`config.mk`:
```
export PLATFORM = sky130hd
export DESIGN_NAME = bfm_out_fifo
export DESIGN_NICKNAME = d
export VERILOG_FILES = /design/src/rtl/bfm_pkg.sv /design/src/rtl/bfm_out_fifo.sv
export SDC_FILE = /design/constraint.sdc
export NUM_CORES = 1
export LEC_CHECK = 0
export BUFFER_PORTS_ARGS = -buffer_cell sky130_fd_sc_hd__buf_2
export CAP_MARGIN = 20
export CORE_ASPECT_RATIO = 0.7
export CORE_MARGIN = 2
export CORE_UTILIZATION = 35
export DETAILED_ROUTE_END_ITERATION = 6
export GPL_TIMING_DRIVEN = 1
export SKIP_LAST_GASP = 1
export SYNTH_ARGS = -nofsm -noshare
export SYNTH_HDL_FRONTEND = slang
export SYNTH_SLANG_ARGS = --single-unit
```
`constraint.sdc`:
```
create_clock -name clock -period 3.8 [get_ports clock]
set_input_delay 1.14 -clock clock [delete_from_list [all_inputs] [get_ports clock]]
set_output_delay 1.14 -clock clock [all_outputs]
set_load 0.02 [all_outputs]
```
`src/rtl/bfm_pkg.sv`:
```
// Shared constants and types of the 3x3 box mean filter.
`default_nettype none

package bfm_pkg;

   localparam int MAX_WIDTH_DEFAULT  = 1024;
   localparam int PIXEL_BITS_DEFAULT = 16;

   localparam int CFG_BITS       = 11;
   localparam int HEIGHT_BITS    = 16;
   localparam int HEIGHT_LIMIT   = 1024;
   localparam int ROW_BITS       = 10;
   localparam int CSR_INDEX_BITS = 1;

   localparam logic [CSR_INDEX_BITS-1:0] CSR_FRAME_WIDTH  = 1'b0;
   localparam logic [CSR_INDEX_BITS-1:0] CSR_FRAME_HEIGHT = 1'b1;
   localparam logic [CFG_BITS-1:0]       FRAME_SIZE_RESET = 11'd1024;

   localparam logic MODE_PIXEL = 1'b0;
   localparam logic MODE_DRAIN = 1'b1;

   localparam int FIFO_DEPTH      = 16;
   localparam int FIFO_PTR_BITS   = $clog2(FIFO_DEPTH);
   localparam int FIFO_COUNT_BITS = $clog2(FIFO_DEPTH + 1);

   localparam int MEAN_STAGES     = 5;
   localparam int MEAN_COUNT_BITS = $clog2(MEAN_STAGES + 1);

   typedef struct packed {
      logic                   mode;
      logic [HEIGHT_BITS-1:0] height;
   } req_payload_type;

   typedef struct packed {
      logic [HEIGHT_BITS-1:0] filtered_height;
      logic                   frame_end;
   } rsp_payload_type;

   typedef struct packed {
      logic use_mean;
      logic frame_end;
   } mean_tag_type;

endpackage

`default_nettype wire

```
`src/rtl/bfm_out_fifo.sv`:
```
// Result queue between the filter pipeline and the result channel.
`default_nettype none

module bfm_out_fifo (
   input  wire logic                                 clock,
   input  wire logic                                 reset,
   input  wire logic                                 push,
   input  wire bfm_pkg::rsp_payload_type             push_data,
   input  wire logic                                 pop,
   output logic                                      out_valid,
   output bfm_pkg::rsp_payload_type                  out_data,
   output logic      [bfm_pkg::FIFO_COUNT_BITS-1:0]  count
);
   import bfm_pkg::*;

   rsp_payload_type            entry_ff [FIFO_DEPTH];
   logic [FIFO_PTR_BITS-1:0]   wr_ptr_ff;
   logic [FIFO_PTR_BITS-1:0]   rd_ptr_ff;
   logic [FIFO_COUNT_BITS-1:0] count_ff;
   logic [FIFO_COUNT_BITS-1:0] count_in;
   logic                       pop_fire;

   assign pop_fire = pop && (count_ff != '0);

   always_comb begin
      count_in = count_ff;
      if (push && !pop_fire) begin
         count_in = count_ff + FIFO_COUNT_BITS'(1);
      end else if (!push && pop_fire) begin
         count_in = count_ff - FIFO_COUNT_BITS'(1);
      end
   end

   always_ff @(posedge clock) begin
      if (push) begin
         entry_ff[wr_ptr_ff] <= push_data;
      end
   end

   always_ff @(posedge clock) begin
      if (reset) begin
         wr_ptr_ff <= '0;
         rd_ptr_ff <= '0;
         count_ff  <= '0;
      end else begin
         if (push) begin
            wr_ptr_ff <= wr_ptr_ff + FIFO_PTR_BITS'(1);
         end
         if (pop_fire) begin
            rd_ptr_ff <= rd_ptr_ff + FIFO_PTR_BITS'(1);
         end
         count_ff <= count_in;
      end
   end

   assign out_valid = (count_ff != '0);
   assign out_data  = entry_ff[rd_ptr_ff];
   assign count     = count_ff;

endmodule

`default_nettype wire

```
-- Yosys cells after proc, flatten, opt, wreduce, memory -nomap -nowiden
Memory sizes are Yosys's and may differ from the RTL's. A register that Yosys moved wholly into a read port is not among the register bits.
Cells that the tools add are included.
- register bits after elaboration: 13
- bits in writable memories: 272
- input port bits: 21
- output and inout port bits: 23
- word-level logic and storage cells: 21
- memories: 1
- memories (name ; depth ; width ; read ports ; clocked after memory_dff ; write ports ; line ; text):
    entry_ff ; 16 ; 17 ; 1 ; 1 ; 1 ; bfm_out_fifo.sv:16 ; rsp_payload_type entry_ff [FIFO_DEPTH];
- add/sub/neg operators: 4
- mux-type cells: 6
- reductions and logical operators: 7
- operators by type and width (cell ; number):
    2-to-1 mux 5 bit ; 2
    adder 4 x 1 -> 4 bit (second input constant) ; 2
    2-to-1 mux 4 bit ; 2
    adder 5 x 1 -> 5 bit (second input constant) ; 1
    nonzero test 5 bit ; 1
    subtractor 5 x 1 -> 5 bit (second input constant) ; 1
    logical AND 1 bit ; 3
    logical NOT 1 bit ; 2
    2-to-1 mux 1 bit ; 2
    nonzero test 2 bit ; 1

-- Depth between registers and ports, before layout
- depth after elaboration: 5
- mapped depth: 9

-- Worst setup path after synthesis
Ideal clock, no wire load.
- path type: register to output
- start: register (tool-made name)
- end: output port out_data[10] in the netlist's numbering
- arrival time: 1.552 ns
- data required time: 2.660 ns
- slack: 1.108 ns
- stages on the path, launching flop included: 6
- path buffers: 2
- cell sequence: dfxtp_1 buf_6 buf_2 mux4_2 a22oi_1 nand2_1
- RTL lines (element ; line ; text):
    end: declaration ; bfm_out_fifo.sv:11 ; output bfm_pkg::rsp_payload_type out_data,

==> results.tsv <==
metric	value	unit
Pint	5.80	mW
1st-pass router iterations	4	
IR Drop Worst-Case VDD	0.372	mV
worst path arrival time	2.39	ns
Switching Share	0.261	
Final Wtd Congestion	0.712	
total net switching power	2.05	mW
post-CTS setup buffers	0	
clock root cell	clkbuf_16	
syn avg cell area	21.4	um^2
CP Max Fanout	15	
status	finished, final reports clean	
Gate Count Post-Synth	521	
Die Span X	217	um
die area	33300	um^2
Core Util, Final	0.410	
HPWL Detailed	13800	um
Tcrit/Tclk final	0.928	
setup violators final	0	
CP Capture Type	output pin	
syn nets	552	
Worst Max-Slew Pin Slew	0.602	ns
crit path kind	reg2out	
Chip Height	153	um
Fin Setup TNS	0	ns
Seq/Total Area, Yosys	0.763	
first-pass GRT wire length	35500	um
Post-Syn Area	11100	um^2
# fillers	2735	
register share of total power	0.466	
CTS resizes	0	
#FFs+latches synth	289	
Via Count	5332	
Vias/cell	5.13	
Synthesis Warnings	0	
hold_buf cts	0	
Antenna Cells	0	
H-Tree Depth	1	
overall routed net length	24000	um
CP required	2.66	ns
startpoint types	flip-flop	
Sink Count	289	
largest net degree at the start of global routing	45	
site row count	54	
initial antenna violation count	1	
Async SR Flop Fraction	0	
GR Overflow Total	0	
# port buffers	43	
Slew Limit Headroom	0.599	
Max Cap Viol	0	
CTS Buf Count	27	
share of total power in the clock network	0.317	
vias in the first global route	5502	
f_max	0.284	GHz
Layout area overhead	15.0	%
Hold Path Class	reg2reg	
post-route setup slack	0.275	ns
DRT antenna net count	0	
Leak	4.18	nW
Core ar.	31300	um^2
Worst-path clk slew	0.06	ns
Wirelength per Cell	23.1	um
Register Area	8510	um^2
DRC viols	0	
CTS tree	built	
Layout Nets	630	
fin. max-slew vios	0	
worst skew pair latency	0.54	ns
I/O pins	44	
pwr dens	612	nW/um^2
DR iter-0 viols	400	
combinational share of power	0.217	
multi-input logic area	2470	um^2
share of cells above drive strength 1	0.279	
R2R Setup Slk	0.96	ns
final critical-path required period	3.53	ns
Layout Skew	0.0108	ns
pre-CTS WS	0.633	ns
Main synth FF type	edfxtp_1	
RSZ-0062 raised after global routing	false	
post-synth cell types	39	
Clock Tree Buf Depth	3	
number of synthesized flops with an enable pin	272	
Initial Util	0.356	
Total GRT Usage	0.146	
Final Hold Viols	0	
overall power	7.85	mW
## stage by stage
| stage | hold slack [ns] | area, um^2 | cells |
|---|---|---|---|
| after floorplan | 0.485 | 11100 | 521 |
| after global placement | 0.513 | 12000 | 982 |
| after detailed placement | 0.543 | 12000 | 982 |
| after CTS | 0.556 | 12800 | 1031 |
| after global routing | 0.581 | 12800 | 1039 |
| final | 0.547 | 12800 | 1039 |
## power by group through the flow
stage / Clock (mW) / Combinational [mW] / Sequential, mW
after CTS: 2.55 / 1.64 / 3.70
after floorplan: 0 / 1.29 / 3.69
after global placement: 0 / 1.60 / 3.76
final: 2.49 / 1.71 / 3.66
after detailed placement: 0 / 1.63 / 3.76
after global routing: 2.68 / 1.85 / 3.67
## final timing paths
kind                        startpoint  cells after the start                     to
max                          flip-flop                      5            out_data[8]
min reg2reg  rd_ptr_ff[3]$_SDFFE_PP0P_                      2              flip-flop
max reg2reg      count[1]$_SDFFE_PP0P_                      9  count[4]$_SDFFE_PP0P_
min          rd_ptr_ff[3]$_SDFFE_PP0P_                      2              flip-flop
## cell families (layout without fill, tap and decap cells)
| logic type | count (synthesis) | in the layout | synth area share |
|---|---|---|---|
| XOR/XNOR | 8 | 8 | 0.00628 |
| flip-flops | 289 | 289 | 0.763 |
| AO/OA/AOI/OAI | 43 | 43 | 0.0283 |
| buffers and inverters | 30 | 128 | 0.0151 |
| AND/OR/NAND/NOR | 69 | 69 | 0.0309 |
| adder cells (fa/ha/maj) | 10 | 10 | 0.0119 |
| multiplexers | 72 | 72 | 0.144 |
## layout by cell type (no fill, tap or decap), types with 4 or more instances in the layout
| master | n |
|---|---|
| a22oi_1 | 34 |
| and2_1 | 17 |
| buf_2 | 43 |
| buf_4 | 30 |
| clkbuf_1 | 11 |
| clkbuf_16 | 27 |
| clkinv_1 | 4 |
| clkinv_2 | 4 |
| dfxtp_1 | 15 |
| edfxtp_1 | 272 |
| ha_1 | 9 |
| mux4_1 | 10 |
| mux4_2 | 58 |
| nand2_1 | 20 |
| nor2_1 | 18 |
| xor2_1 | 6 |
## sequential cells by signal, indices dropped and copies added (netlist names), named ones only
name / cells
entry_ff: 272
count: 5
rd_ptr_ff: 4
wr_ptr_ff: 4
## cells in the mapped netlist (all sizes together) (6+ instances only)
cell type | instances | area [um^2]
clkbuf | 15 | 56.3
a22oi | 34 | 255
nand2 | 20 | 75.1
dfxtp | 17 | 340
nor2 | 18 | 67.6
buf | 12 | 101
ha | 9 | 113
and2 | 17 | 106
xor2 | 6 | 52.6
edfxtp | 272 | 8170
mux4 | 68 | 1570
## critical path, stage by stage (launching register included)
cell and delay [ns]:
dfxtp_4 0.47, buf_12 0.21, mux4_1 0.57, a22oi_1 0.30, nand2_1 0.11, buf_2 0.18
## layer usage
layer	part of all wire	vias to the layer above	track usage
li1	-	2317	-
met1	0.45	2810	0.212
met2	0.47	167	0.230
met3	0.070	36	0.0283
met4	0.015	2	0.0290
met5	0.00054	-	0
## final cells by class
type                       count  area share
timing repair buffer          76      0.0390
multi-input combinational    202       0.193
clock inverter                11     0.00634
clock buffer                  38      0.0559
inverter                       3    0.000878
sequential                   289       0.664
tap                          420      0.0410
Power figures use the tool's default switching activity.
