### src/rtl/bfm_pkg.sv
// Shared constants and types of the 3x3 box mean filter.
`default_nettype none

package bfm_pkg;

   localparam int MAX_WIDTH_DEFAULT  = 1024;
   localparam int PIXEL_BITS_DEFAULT = 16;

   localparam int CFG_BITS       = 11;
   localparam int HEIGHT_BITS    = 16;
   localparam int HEIGHT_LIMIT   = 1024;
   localparam int ROW_BITS       = 10;
   localparam int CSR_INDEX_BITS = 1;

   localparam logic [CSR_INDEX_BITS-1:0] CSR_FRAME_WIDTH  = 1'b0;
   localparam logic [CSR_INDEX_BITS-1:0] CSR_FRAME_HEIGHT = 1'b1;
   localparam logic [CFG_BITS-1:0]       FRAME_SIZE_RESET = 11'd1024;

   localparam logic MODE_PIXEL = 1'b0;
   localparam logic MODE_DRAIN = 1'b1;

   localparam int FIFO_DEPTH      = 16;
   localparam int FIFO_PTR_BITS   = $clog2(FIFO_DEPTH);
   localparam int FIFO_COUNT_BITS = $clog2(FIFO_DEPTH + 1);

   localparam int MEAN_STAGES     = 5;
   localparam int MEAN_COUNT_BITS = $clog2(MEAN_STAGES + 1);

   typedef struct packed {
      logic                   mode;
      logic [HEIGHT_BITS-1:0] height;
   } req_payload_type;

   typedef struct packed {
      logic [HEIGHT_BITS-1:0] filtered_height;
      logic                   frame_end;
   } rsp_payload_type;

   typedef struct packed {
      logic use_mean;
      logic frame_end;
   } mean_tag_type;

endpackage

`default_nettype wire

### src/rtl/bfm_mean.sv
// Pipelined nine-term sum and divide by nine with border pass-through.
`default_nettype none

module bfm_mean #(
   parameter int PIXEL_BITS = bfm_pkg::PIXEL_BITS_DEFAULT
) (
   input  wire logic                                   clock,
   input  wire logic                                   reset,
   input  wire logic                                   in_valid,
   input  wire logic [2:0][2:0][PIXEL_BITS-1:0]        window,
   input  wire logic [PIXEL_BITS-1:0]                  pass_value,
   input  wire bfm_pkg::mean_tag_type                  in_tag,
   output logic                                        out_valid,
   output logic      [PIXEL_BITS-1:0]                  out_value,
   output bfm_pkg::mean_tag_type                       out_tag,
   output logic      [bfm_pkg::MEAN_COUNT_BITS-1:0]    inflight
);
   import bfm_pkg::*;

   localparam int DIVISOR    = 9;
   localparam int ROW_BITS_S = PIXEL_BITS + 2;
   localparam int SUM_BITS   = PIXEL_BITS + 4;
   localparam int SHIFT      = SUM_BITS;
   localparam int RECIP_BITS = SUM_BITS - 3;
   localparam int LO_BITS    = SUM_BITS / 2;
   localparam int HI_BITS    = SUM_BITS - LO_BITS;
   localparam int PROD_BITS  = SUM_BITS + RECIP_BITS;
   localparam logic [RECIP_BITS-1:0] RECIP = RECIP_BITS'((64'd1 << SHIFT) / 64'(DIVISOR));

   logic [MEAN_STAGES-1:0] valid_ff;
   logic [MEAN_STAGES-1:0] valid_in;
   mean_tag_type           tag_ff [MEAN_STAGES];
   logic [PIXEL_BITS-1:0]  pass_ff [MEAN_STAGES];

   logic [2:0][ROW_BITS_S-1:0]      row_sum_ff;
   logic [2:0][ROW_BITS_S-1:0]      row_sum_in;
   logic [SUM_BITS-1:0]             sum2_ff;
   logic [SUM_BITS-1:0]             sum2_in;
   logic [SUM_BITS-1:0]             sum3_ff;
   logic [SUM_BITS-1:0]             sum4_ff;
   logic [HI_BITS+RECIP_BITS-1:0]   prod_hi_ff;
   logic [HI_BITS+RECIP_BITS-1:0]   prod_hi_in;
   logic [LO_BITS+RECIP_BITS-1:0]   prod_lo_ff;
   logic [LO_BITS+RECIP_BITS-1:0]   prod_lo_in;
   logic [PROD_BITS-1:0]            prod_sum;
   logic [PIXEL_BITS-1:0]           quot_ff;
   logic [PIXEL_BITS-1:0]           quot_in;
   logic [SUM_BITS-1:0]             rem;
   logic [PIXEL_BITS-1:0]           mean_val;
   logic [PIXEL_BITS-1:0]           value_ff;
   logic [PIXEL_BITS-1:0]           value_in;

   always_comb begin
      for (int r = 0; r < 3; r++) begin
         row_sum_in[r] = ROW_BITS_S'(window[r][0]) + ROW_BITS_S'(window[r][1])
                       + ROW_BITS_S'(window[r][2]);
      end
      sum2_in    = SUM_BITS'(row_sum_ff[0]) + SUM_BITS'(row_sum_ff[1])
                 + SUM_BITS'(row_sum_ff[2]);
      prod_hi_in = (HI_BITS+RECIP_BITS)'(sum2_ff[SUM_BITS-1:LO_BITS])
                 * (HI_BITS+RECIP_BITS)'(RECIP);
      prod_lo_in = (LO_BITS+RECIP_BITS)'(sum2_ff[LO_BITS-1:0])
                 * (LO_BITS+RECIP_BITS)'(RECIP);
      prod_sum   = (PROD_BITS'(prod_hi_ff) << LO_BITS) + PROD_BITS'(prod_lo_ff);
      quot_in    = prod_sum[SHIFT +: PIXEL_BITS];
      rem        = sum4_ff - SUM_BITS'(quot_ff) * SUM_BITS'(DIVISOR);
      mean_val   = (rem >= SUM_BITS'(DIVISOR)) ? quot_ff + PIXEL_BITS'(1) : quot_ff;
      value_in   = tag_ff[MEAN_STAGES-2].use_mean ? mean_val : pass_ff[MEAN_STAGES-2];
      valid_in   = {valid_ff[MEAN_STAGES-2:0], in_valid};
   end

   always_ff @(posedge clock) begin
      if (reset) begin
         valid_ff <= '0;
      end else begin
         valid_ff <= valid_in;
      end
   end

   always_ff @(posedge clock) begin
      tag_ff[0]  <= in_tag;
      pass_ff[0] <= pass_value;
      for (int s = 1; s < MEAN_STAGES; s++) begin
         tag_ff[s]  <= tag_ff[s-1];
         pass_ff[s] <= pass_ff[s-1];
      end
      row_sum_ff <= row_sum_in;
      sum2_ff    <= sum2_in;
      prod_hi_ff <= prod_hi_in;
      prod_lo_ff <= prod_lo_in;
      sum3_ff    <= sum2_ff;
      quot_ff    <= quot_in;
      sum4_ff    <= sum3_ff;
      value_ff   <= value_in;
   end

   assign out_valid = valid_ff[MEAN_STAGES-1];
   assign out_value = value_ff;
   assign out_tag   = tag_ff[MEAN_STAGES-1];
   assign inflight  = MEAN_COUNT_BITS'($countones(valid_ff));

endmodule

`default_nettype wire

### config.mk
export PLATFORM = sky130hd
export DESIGN_NAME = bfm_mean
export DESIGN_NICKNAME = d
export VERILOG_FILES = /design/src/rtl/bfm_pkg.sv /design/src/rtl/bfm_mean.sv
export SDC_FILE = /design/constraint.sdc
export NUM_CORES = 1
export LEC_CHECK = 0
export BUFFER_PORTS_ARGS = -buffer_cell sky130_fd_sc_hd__buf_2
export CORE_AREA = 5 5 160 316
export CTS_CLUSTER_SIZE = 14
export DETAILED_ROUTE_END_ITERATION = 7
export DIE_AREA = 0 0 165 321
export PLACE_DENSITY = 0.51
export SLEW_MARGIN = 20
export SYNTH_ARGS = -nofsm -noshare
export SYNTH_HDL_FRONTEND = slang
export SYNTH_SLANG_ARGS = --single-unit
### constraint.sdc
create_clock -name clock -period 7.9 [get_ports clock]
set_input_delay 0.395 -clock clock [delete_from_list [all_inputs] [get_ports clock]]
set_output_delay 0.395 -clock clock [all_outputs]
set_load 0.005 [all_outputs]
# Yosys cells after proc, flatten, opt, wreduce, memory -nomap -nowiden
# Memory sizes are Yosys's and may differ from the RTL's.
# Index checks and enable logic that the tools add are counted.
dict set report word_totals {
  out_inout_bits 22
  elab_cells 34
  mem_bits_ro 0
  regBits 200
  latchBits 0
  input_bits 165
  mem_count 2
  mem_bits_rw 90
}
dict set report classes {
  reduce_logical 0
  n_mul 3
  bitwise_logic 0
  n_lt_le_gt_ge 1
  shifts 0
  add_sub_neg 15
  div_mod_pow 0
  eq_ne 0
  mux 2
}
# memory depth word_bits read_ports rd_ports_with_merged_regs wr line_no
set mem_list {}
lappend mem_list {pass_ff 5 16 4 0 5 bfm_mean.sv:33} ;# logic [PIXEL_BITS-1:0] pass_ff [MEAN_STAGES];
lappend mem_list {tag_ff 5 2 5 0 5 bfm_mean.sv:32} ;# mean_tag_type tag_ff [MEAN_STAGES];
# cell n
set op_table {}
lappend op_table {{$add 17x16->18} 3}
lappend op_table {{$add 16x16->17} 3}
lappend op_table {{$add 36x27->36} 1}
lappend op_table {{$mux 16} 2}
lappend op_table {{$mul 10x15->25 const B} 1}
lappend op_table {{$mul 10x15->24 const B} 1}
lappend op_table {{$add 19x18->20} 1}
lappend op_table {{$ge 20x4->1 const B} 1}
lappend op_table {{$mul 16x4->20 const B} 1}
lappend op_table {{$sub 20x20->20} 1}
lappend op_table {{$add 18x18->19} 1}
lappend op_table {{$add 16x1->16 const B} 1}
lappend op_table {{$add 1x1->2} 2}
lappend op_table {{$add 3x1->3} 1}
lappend op_table {{$add 3x3->3} 1}

# Longest topological paths before layout
# Gate-level depths: netlist of the first run.
dict set report depth {
  word_depth 5
  ltp_mapped 22
  mapped_depth_nobuf 22
}

# Worst setup path after synthesis of the first run
# Ideal clock, no wire load.
dict set report synth_timing {
  path_type {register -> register}
  start {register sum2_ff[8]}
  end {register prod_lo_ff[26]}
  required_time_ns 7.828
  t_arrival_ns 4.772
  path_stages_with_launch 22
  path_slack_ns 3.056
  n_path_buf 1
  cell_sequence {dfxtp_1 inv_1 ha_1 inv_1 fa_1 inv_1 fa_1 fa_1 inv_1 ha_1 ha_1 clkbuf_1 a21oi_1 nor2b_1 a41oi_1 o21ai_0 o21a_1 o21ai_0 a311oi_1 a211o_1 a21oi_1 xnor2_1}
}
dict set report synth_between {
  elab_chain_len 1
}
# item line_no
set synth_lines {}
lappend synth_lines {{start, declared} bfm_mean.sv:37} ;# logic [SUM_BITS-1:0] sum2_ff;
lappend synth_lines {{start signal, assigned} bfm_mean.sv:88} ;# sum2_ff <= sum2_in;
lappend synth_lines {{$mul 10x15->25} bfm_mean.sv:63} ;# * (LO_BITS+RECIP_BITS)'(RECIP);
lappend synth_lines {{named net prod_lo_in[26]} bfm_mean.sv:44} ;# logic [LO_BITS+RECIP_BITS-1:0] prod_lo_in;
lappend synth_lines {{end signal, assigned} bfm_mean.sv:90} ;# prod_lo_ff <= prod_lo_in;
lappend synth_lines {{end, declared} bfm_mean.sv:43} ;# logic [LO_BITS+RECIP_BITS-1:0] prod_lo_ff;
# The timed path passes the listed nets, and every way through them passes these cells.
# A chain may end at the register's enable or synchronous reset.

# Final worst setup path of the first run
dict set report layout_timing {
  start {register sum2_ff[18]}
  end {register prod_hi_ff[24]}
}
dict set report layout_between {
  elab_chain_len 1
}
# item line_no
set layout_lines {}
lappend layout_lines {{$mul 10x15->24} bfm_mean.sv:61} ;# * (HI_BITS+RECIP_BITS)'(RECIP);
lappend layout_lines {{named net prod_hi_in[24]} bfm_mean.sv:42} ;# logic [HI_BITS+RECIP_BITS-1:0] prod_hi_in;
lappend layout_lines {{end signal, assigned} bfm_mean.sv:89} ;# prod_hi_ff <= prod_hi_in;
lappend layout_lines {{end, declared} bfm_mean.sv:41} ;# logic [HI_BITS+RECIP_BITS-1:0] prod_hi_ff;
# The timed path passes the listed nets, and every way through them passes these cells.

==> results of run 1 <==
## how the worst min path moves through the flow
stage / from / endpoint / slack (ns) / cells after the start
floorplan: pass_ff[0][0]$_DFF_P_ / pass_ff[0][16]$_DFF_P_ / 0.31 / 0
global placement: pass_ff[0][45]$_DFF_P_ / pass_ff[0][61]$_DFF_P_ / 0.31 / 0
detailed placement: pass_ff[0][1]$_DFF_P_ / pass_ff[0][17]$_DFF_P_ / 0.31 / 0
CTS: in_valid / valid_ff[0]$_SDFF_PP0_ / 0.02 / 2
global route: in_valid / valid_ff[0]$_SDFF_PP0_ / 0.04 / 2
finish: in_valid / valid_ff[0]$_SDFF_PP0_ / 0.06 / 2
## per-layer routing
| metal | routed length [um] | vias to the layer above | global-route usage |
|---|---|---|---|
| li1 | - | 5896 | - |
| met1 | 15510 | 5390 | 0.1734 |
| met2 | 19390 | 229 | 0.2623 |
| met3 | 1530 | 50 | 0.01782 |
| met4 | 724 | 2 | 0.03219 |
| met5 | 13 | - | 0 |
## kinds of logic after synthesis
| kind of cell | Yosys count |
|---|---|
| xor gates and xnor gates | 117 |
| DFF | 263 |
| AOI/OAI and AO/OA | 268 |
| adders and majority gates | 373 |
| muxes | 10 |
| and+or+nand+nor | 352 |
| buffers and inverters | 252 |
## cell type report
cell class	instances	area, sq um
repair buffers	205	1119
clock buffers	37	795.8
fillers	4859	28730
well taps	638	798.3
flip-flops and latches	263	5265
multi-input cells	1120	10270
inverters	230	863.3
clock inverters	9	83.83
## registers in the layout, summed over array words and instances (netlist names)
name	cells
pass_ff	64
sum4_ff	20
sum2_ff	20
row_sum_ff	54
quot_ff	16
sum3_ff	20
prod_hi_ff	23
tag_ff	10
valid_ff	5
prod_lo_ff	15
out_value	16
## cells in the mapped netlist, types with 12 or more instances
library cell | n | area share
a21oi_1 | 78 | 0.024
nand2b_1 | 12 | 0.0046
xnor2_1 | 82 | 0.044
nand2_1 | 60 | 0.014
clkbuf_1 | 18 | 0.0041
inv_1 | 230 | 0.052
o21a_1 | 19 | 0.0086
nor3_1 | 36 | 0.011
nand3_1 | 44 | 0.013
dfxtp_1 | 263 | 0.32
and3_1 | 13 | 0.0049
fa_1 | 138 | 0.17
a21o_1 | 17 | 0.0077
nor2_1 | 115 | 0.026
xor2_1 | 35 | 0.019
nor2b_1 | 27 | 0.010
o21ai_0 | 56 | 0.017
ha_1 | 235 | 0.18
## what timing repair did
item | 4_1_cts | 5_1_grt
hold buffers | 18 | 0
hold endpoints to repair | 18 | 0
setup buffers | 0 | 0
## through the flow
stage               instances  cell area (sq um)
floorplan                1635              16500
finish                   2502              19190
detailed placement       2438              18130
CTS                      2502              19190
global placement         2438              18130
global route             2502              19190
## worst max-delay path, delay by kind of cell (launching register included)
kind                       cells  cell delay [ns]
xor gates and xnor gates       1             0.13
DFF                            1             0.46
AOI/OAI and AO/OA              7             1.69
and+or+nand+nor                2             0.14
buffers and inverters          4             0.23
adders and majority gates      6             2.54
==> run summary, run 1 <==
Final Max Slew Viols - 0
Arrival time worst endpoint - 5.75 ns
Final worst slack - 2.625 ns
Initial antenna violation count - 1
Routed via count - 11.57k
First-pass GRT wire length - 60,380 um
Worst r2r src - sum2_ff[18]$_DFF_P_
Ant. Diodes - 0
I/O pin count - 187
Antenna Nets Post-Route - 0
Critical setup path kind - flip-flop to flip-flop
Post_cts resized - 0
Xor/xnor share of the synthesized area - 0.06212
Synth warn - 0
Layout Skew - 0.01397 ns
CTS tree - done
Synth Area per Inst - 10.09 sq um
IO buf count - 186
Final core occ - 0.4005
Final min period - 5.275 ns
Synth Register Bits - 263
Gpl congestion - 0.8519
Layout cells sized above 1 - 0.1304
Adder-Cell Fraction of Synth Area - 0.3457
Status - completed
Fmax - 189.6 MHz
Hold Path Class - input pin to flip-flop
Main combinational cell family by area after synthesis - adder cells
Cell row count - 114
Startpoint Class - flip-flop
DR vias/cell - 4.623
Simple-Gate Fraction of Synth Area - 0.1024
CTS Sinks - 263
Worst setup path endpoint - prod_hi_ff[24]$_DFF_P_
Synthesized net count - 2,173
Final period utilization - 0.6677
Full die area - 0.05297 sq mm
Initial DRT Pass Iterations - 5
Largest net degree at the start of global routing - 34
Hold_ws - 0.05691 ns
Fin nets - 2,386
Cts bufs inserted - 28
Max Root-Sink Buffers - 3
Slew Limit Headroom - 0.4779
Max FO, Critical Path - 9
Register area share after synthesis - 0.3192
Post-Synthesis Cells - 1,635
Setup_tns - 0 ns
Final setup viols - 0
Grt total ovfl - 0
Critical Path Most Common Cell - inv_1
Worst-skew pair later-pin latency - 0.55 ns
DRC - 0
Detailed Place HPWL - 30,760 um
Routed length per placed instance - 14.85 um
Netlist cell types - 65
Commonest non-fill, non-tap cell in the layout - dfxtp_1
Number of synthesized flops with an enable pin - 0
Setup WS pre-CTS - 2.662 ns
DR iter-0 viols - 518
Slowest cell delay on critical path - 0.55 ns
Vias in the first global route - 12.00k
Clk Tree Root Cell - clkbuf_16
Setup crit end kind - flip-flop
Initial Util - 0.3442
Core area - 0.04793 sq mm
Final Hold Viols - 0
Reg-to-Reg End - prod_hi_ff[24]$_DFF_P_
Die Width - 165 um
Final WL - 37,160 um
Prevailing post-synth register cell - dfxtp_1
Crit-path cells - inv_1, ha_1, inv_1, fa_1, inv_1, fa_1, fa_1, inv_1, ha_1, ha_1, a21oi_1, o21ai_0, a2111oi_0, o21ai_0, a21oi_1, o21ai_0, nand2_1, nand2_1, a21oi_1, xnor2_1
R2R setup slack - 2.62 ns
Most frequent cells in the layout - dfxtp_1 (263), ha_1 (235), inv_1 (230), buf_2 (186), fa_1 (138)
Worst Tran Pin Value - 0.7731 ns
CTS H-tree depth - 1
CP max stage cell - fa_1
Compound-cell area share of the yosys netlist - 0.1055
Worst reg2reg path depth - 20
GRT Resource Usage Total - 0.1420
CTS clock-pin slew for the worst setup and hold paths - 0.06 ns
Multiplexer share of the synthesized area - 0.006751
Worst Setup SP - sum2_ff[18]$_DFF_P_
Cell Area, Synth - 0.01650 sq mm
RSZ-0062 raised after global routing - false
CP Data Required Time - 8.37 ns
Max-Cap Viols - 0
Area growth syn-to-layout - 16.35%
Async S/R FF share, synth - 0
DIE HEIGHT - 321 um
Power of run 1 is not shown: default switching activity piles up to over one toggle a cycle in this logic, so the estimate is an artifact.
==> run 2: changes to the inputs <==
- clock period: 7.9 -> 5 ns (I/O delays scaled with it)
==> run summary, run 2 (synthesis gave the netlist of run 1 again) <==
Fin nets - 2,425 (was 2,386)
Postcts setup bufs - 0 (unchanged)
Max reg flops - 64 (unchanged)
CP Data Required Time - 5.42 ns (was 8.37 ns)
Area growth syn-to-layout - 18.47% (was 16.35%)
Top reg by flops - pass_ff (unchanged)
Initial Util - 0.3442 (unchanged)
Antenna Nets Post-Route - 0 (unchanged)
Largest net degree at the start of global routing - 34 (unchanged)
Hold Path Class - input pin to flip-flop (unchanged)
Final setup viols - 0 (unchanged)
I/O pin count - 187 (unchanged)
Finished Cell Area - 0.01954 sq mm (was 0.01919 sq mm)
Core area - 0.04793 sq mm (unchanged)
Full die area - 0.05297 sq mm (unchanged)
Final Hold Viols - 0 (unchanged)
Status - completed (unchanged)
Arrival time worst endpoint - 5.14 ns (was 5.75 ns)
Startpoint Class - flip-flop (unchanged)
Routed length per placed instance - 14.34 um (was 14.85 um)
Hold wc startpoint - window[32] (was in_valid)
Routed via count - 11.60k (was 11.57k)
Setup crit end kind - flip-flop (unchanged)
Vias in the first global route - 12.16k (was 12.00k)
Layout fillers - 4,840 (was 4,859)
Final WL - 36,450 um (was 37,160 um)
Grt total ovfl - 0 (unchanged)
Critical setup path kind - flip-flop to flip-flop (unchanged)
Commonest non-fill, non-tap cell in the layout - dfxtp_1 (unchanged)
Final Max Slew Viols - 0 (unchanged)
RSZ-0062 raised after global routing - false (unchanged)
Hold_ws - 0.07614 ns (was 0.05691 ns)
Cell row count - 114 (unchanged)
IO buf count - 186 (unchanged)
Die Width - 165 um (unchanged)
Fmax - 211.7 MHz (was 189.6 MHz)
DIE HEIGHT - 321 um (unchanged)
Layout cells sized above 1 - 0.1555 (was 0.1304)
Worst Tran Pin Value - 0.7467 ns (was 0.7731 ns)
CTS clock-pin slew for the worst setup and hold paths - 0.07 ns (was 0.06 ns)
Placed Instances - 2,475 (was 2,438)
Most frequent cells in the layout - dfxtp_1 (259), ha_1 (234), inv_1 (230), buf_2 (186), fa_1 (134) (was dfxtp_1 (263), ha_1 (235), inv_1 (230), buf_2 (186), fa_1 (138))
Largest regs - pass_ff: 64 flops, row_sum_ff: 54 flops, prod_hi_ff: 23 flops (unchanged)
Max Root-Sink Buffers - 3 (unchanged)
Ant. Diodes - 0 (unchanged)
CTS Sinks - 263 (unchanged)
Final period utilization - 0.9446 (was 0.6677)
Cts bufs inserted - 27 (was 28)
DR iter-0 viols - 393 (was 518)
Gpl congestion - 0.8403 (was 0.8519)
Clk Tree Root Cell - clkbuf_16 (unchanged)
Layout Skew - 0.02131 ns (was 0.01397 ns)
DRC - 0 (unchanged)
Final min period - 4.723 ns (was 5.275 ns)
Initial antenna violation count - 1 (unchanged)
DR vias/cell - 4.566 (was 4.623)
Placed Area - 0.01841 sq mm (was 0.01813 sq mm)
CTS tree - done (unchanged)
Max-Cap Viols - 0 (unchanged)
Max FO, Critical Path - 7 (was 9)
CTS H-tree depth - 1 (unchanged)
Slew Limit Headroom - 0.4957 (was 0.4779)
Worst Setup SP - sum2_ff[17]$_DFF_P_ (was sum2_ff[18]$_DFF_P_)
GRT Resource Usage Total - 0.1407 (was 0.1420)
R2R setup slack - 0.28 ns (was 2.62 ns)
First-pass GRT wire length - 60,220 um (was 60,380 um)
Layout Cells excl Fill - 2,541 (was 2,502)
Worst-skew pair later-pin latency - 0.55 ns (about the same)
Detailed Place HPWL - 30,480 um (was 30,760 um)
Worst r2r src - sum2_ff[17]$_DFF_P_ (was sum2_ff[18]$_DFF_P_)
Initial DRT Pass Iterations - 7 (was 5)
-- run 2: changes by cell type in the layout (fill, tap and decap cells not counted), moves of 4 or more --
cell	before	now
o21ai_1	0	6
fa_1	138	134
o21ai_0	56	49
dfxtp_1	263	259
buf_4	1	38
fa_2	0	4
-- run 2: layout make-up --
| type | count | area [sq um] | share of cell area |
|---|---|---|---|
| flip-flops and latches | 263 | 5273 | 0.2698 |
| repair buffers | 245 | 1426 | 0.07299 |
| clock inverters | 11 | 122.6 | 0.006274 |
| inverters | 230 | 863.3 | 0.04418 |
| multi-input cells | 1120 | 10330 | 0.5285 |
| well taps | 638 | 798.3 | 0.04085 |
| clock buffers | 34 | 732.0 | 0.03745 |
-- run 2: worst paths after layout --
path,endpoint,cells past startpoint
min reg2reg,pass_ff[0][26]$_DFF_P_,0
max reg2reg,prod_hi_ff[25]$_DFF_P_,18
min,row_sum_ff[0]$_DFF_P_,4
max,prod_hi_ff[25]$_DFF_P_,18
-- run 2: per-stage QoR --
| step | util | TNS (ns) | worst slack [ns] |
|---|---|---|---|
| final | 0.4078 | 0 | 0.2771 |
| after global routing | 0.4078 | 0 | 0.009560 |
| after CTS | 0.4064 | 0 | 0.01691 |
| after detailed placement | 0.3842 | -0.0005498 | -0.0005498 |
| after global placement | 0.3842 | 0 | 0.1200 |
| after floorplan | - | 0 | 0.1560 |
-- run 2: critical path, stage by stage, from the launching register on --
cell and delay (ns):
dfxtp_1 0.34, fa_1 0.47, fa_1 0.49, inv_1 0.05, fa_1 0.50, fa_1 0.54, inv_1 0.04, ha_1 0.29
ha_1 0.33, buf_4 0.18, a21o_1 0.18, a22oi_2 0.22, a31oi_1 0.14, o211ai_1 0.28, a21oi_2 0.10, o21ai_1 0.13
nand2b_1 0.06, a21oi_1 0.16, xnor2_1 0.09
-- run 2: per-layer routing --
| layer | wire, um | track usage | part of all wire | vias to the layer above |
|---|---|---|---|---|
| met4 | 892 | 0.03793 | 0.024 | 2 |
| met2 | 18930 | 0.2605 | 0.52 | 208 |
| li1 | - | - | - | 5968 |
| met3 | 1350 | 0.01577 | 0.037 | 56 |
| met1 | 15260 | 0.1698 | 0.42 | 5369 |
| met5 | 13 | 0 | 0.00036 | - |
-- run 2: timing repair --
action	CTS	global route
gates resized for setup	1	25
pin swaps	0	5
hold buffers	21	0
endpoints found under the setup margin	1	20
gates cloned	0	0
endpoints found under the hold margin	23	0
Power of run 2 is left out for the same reason.
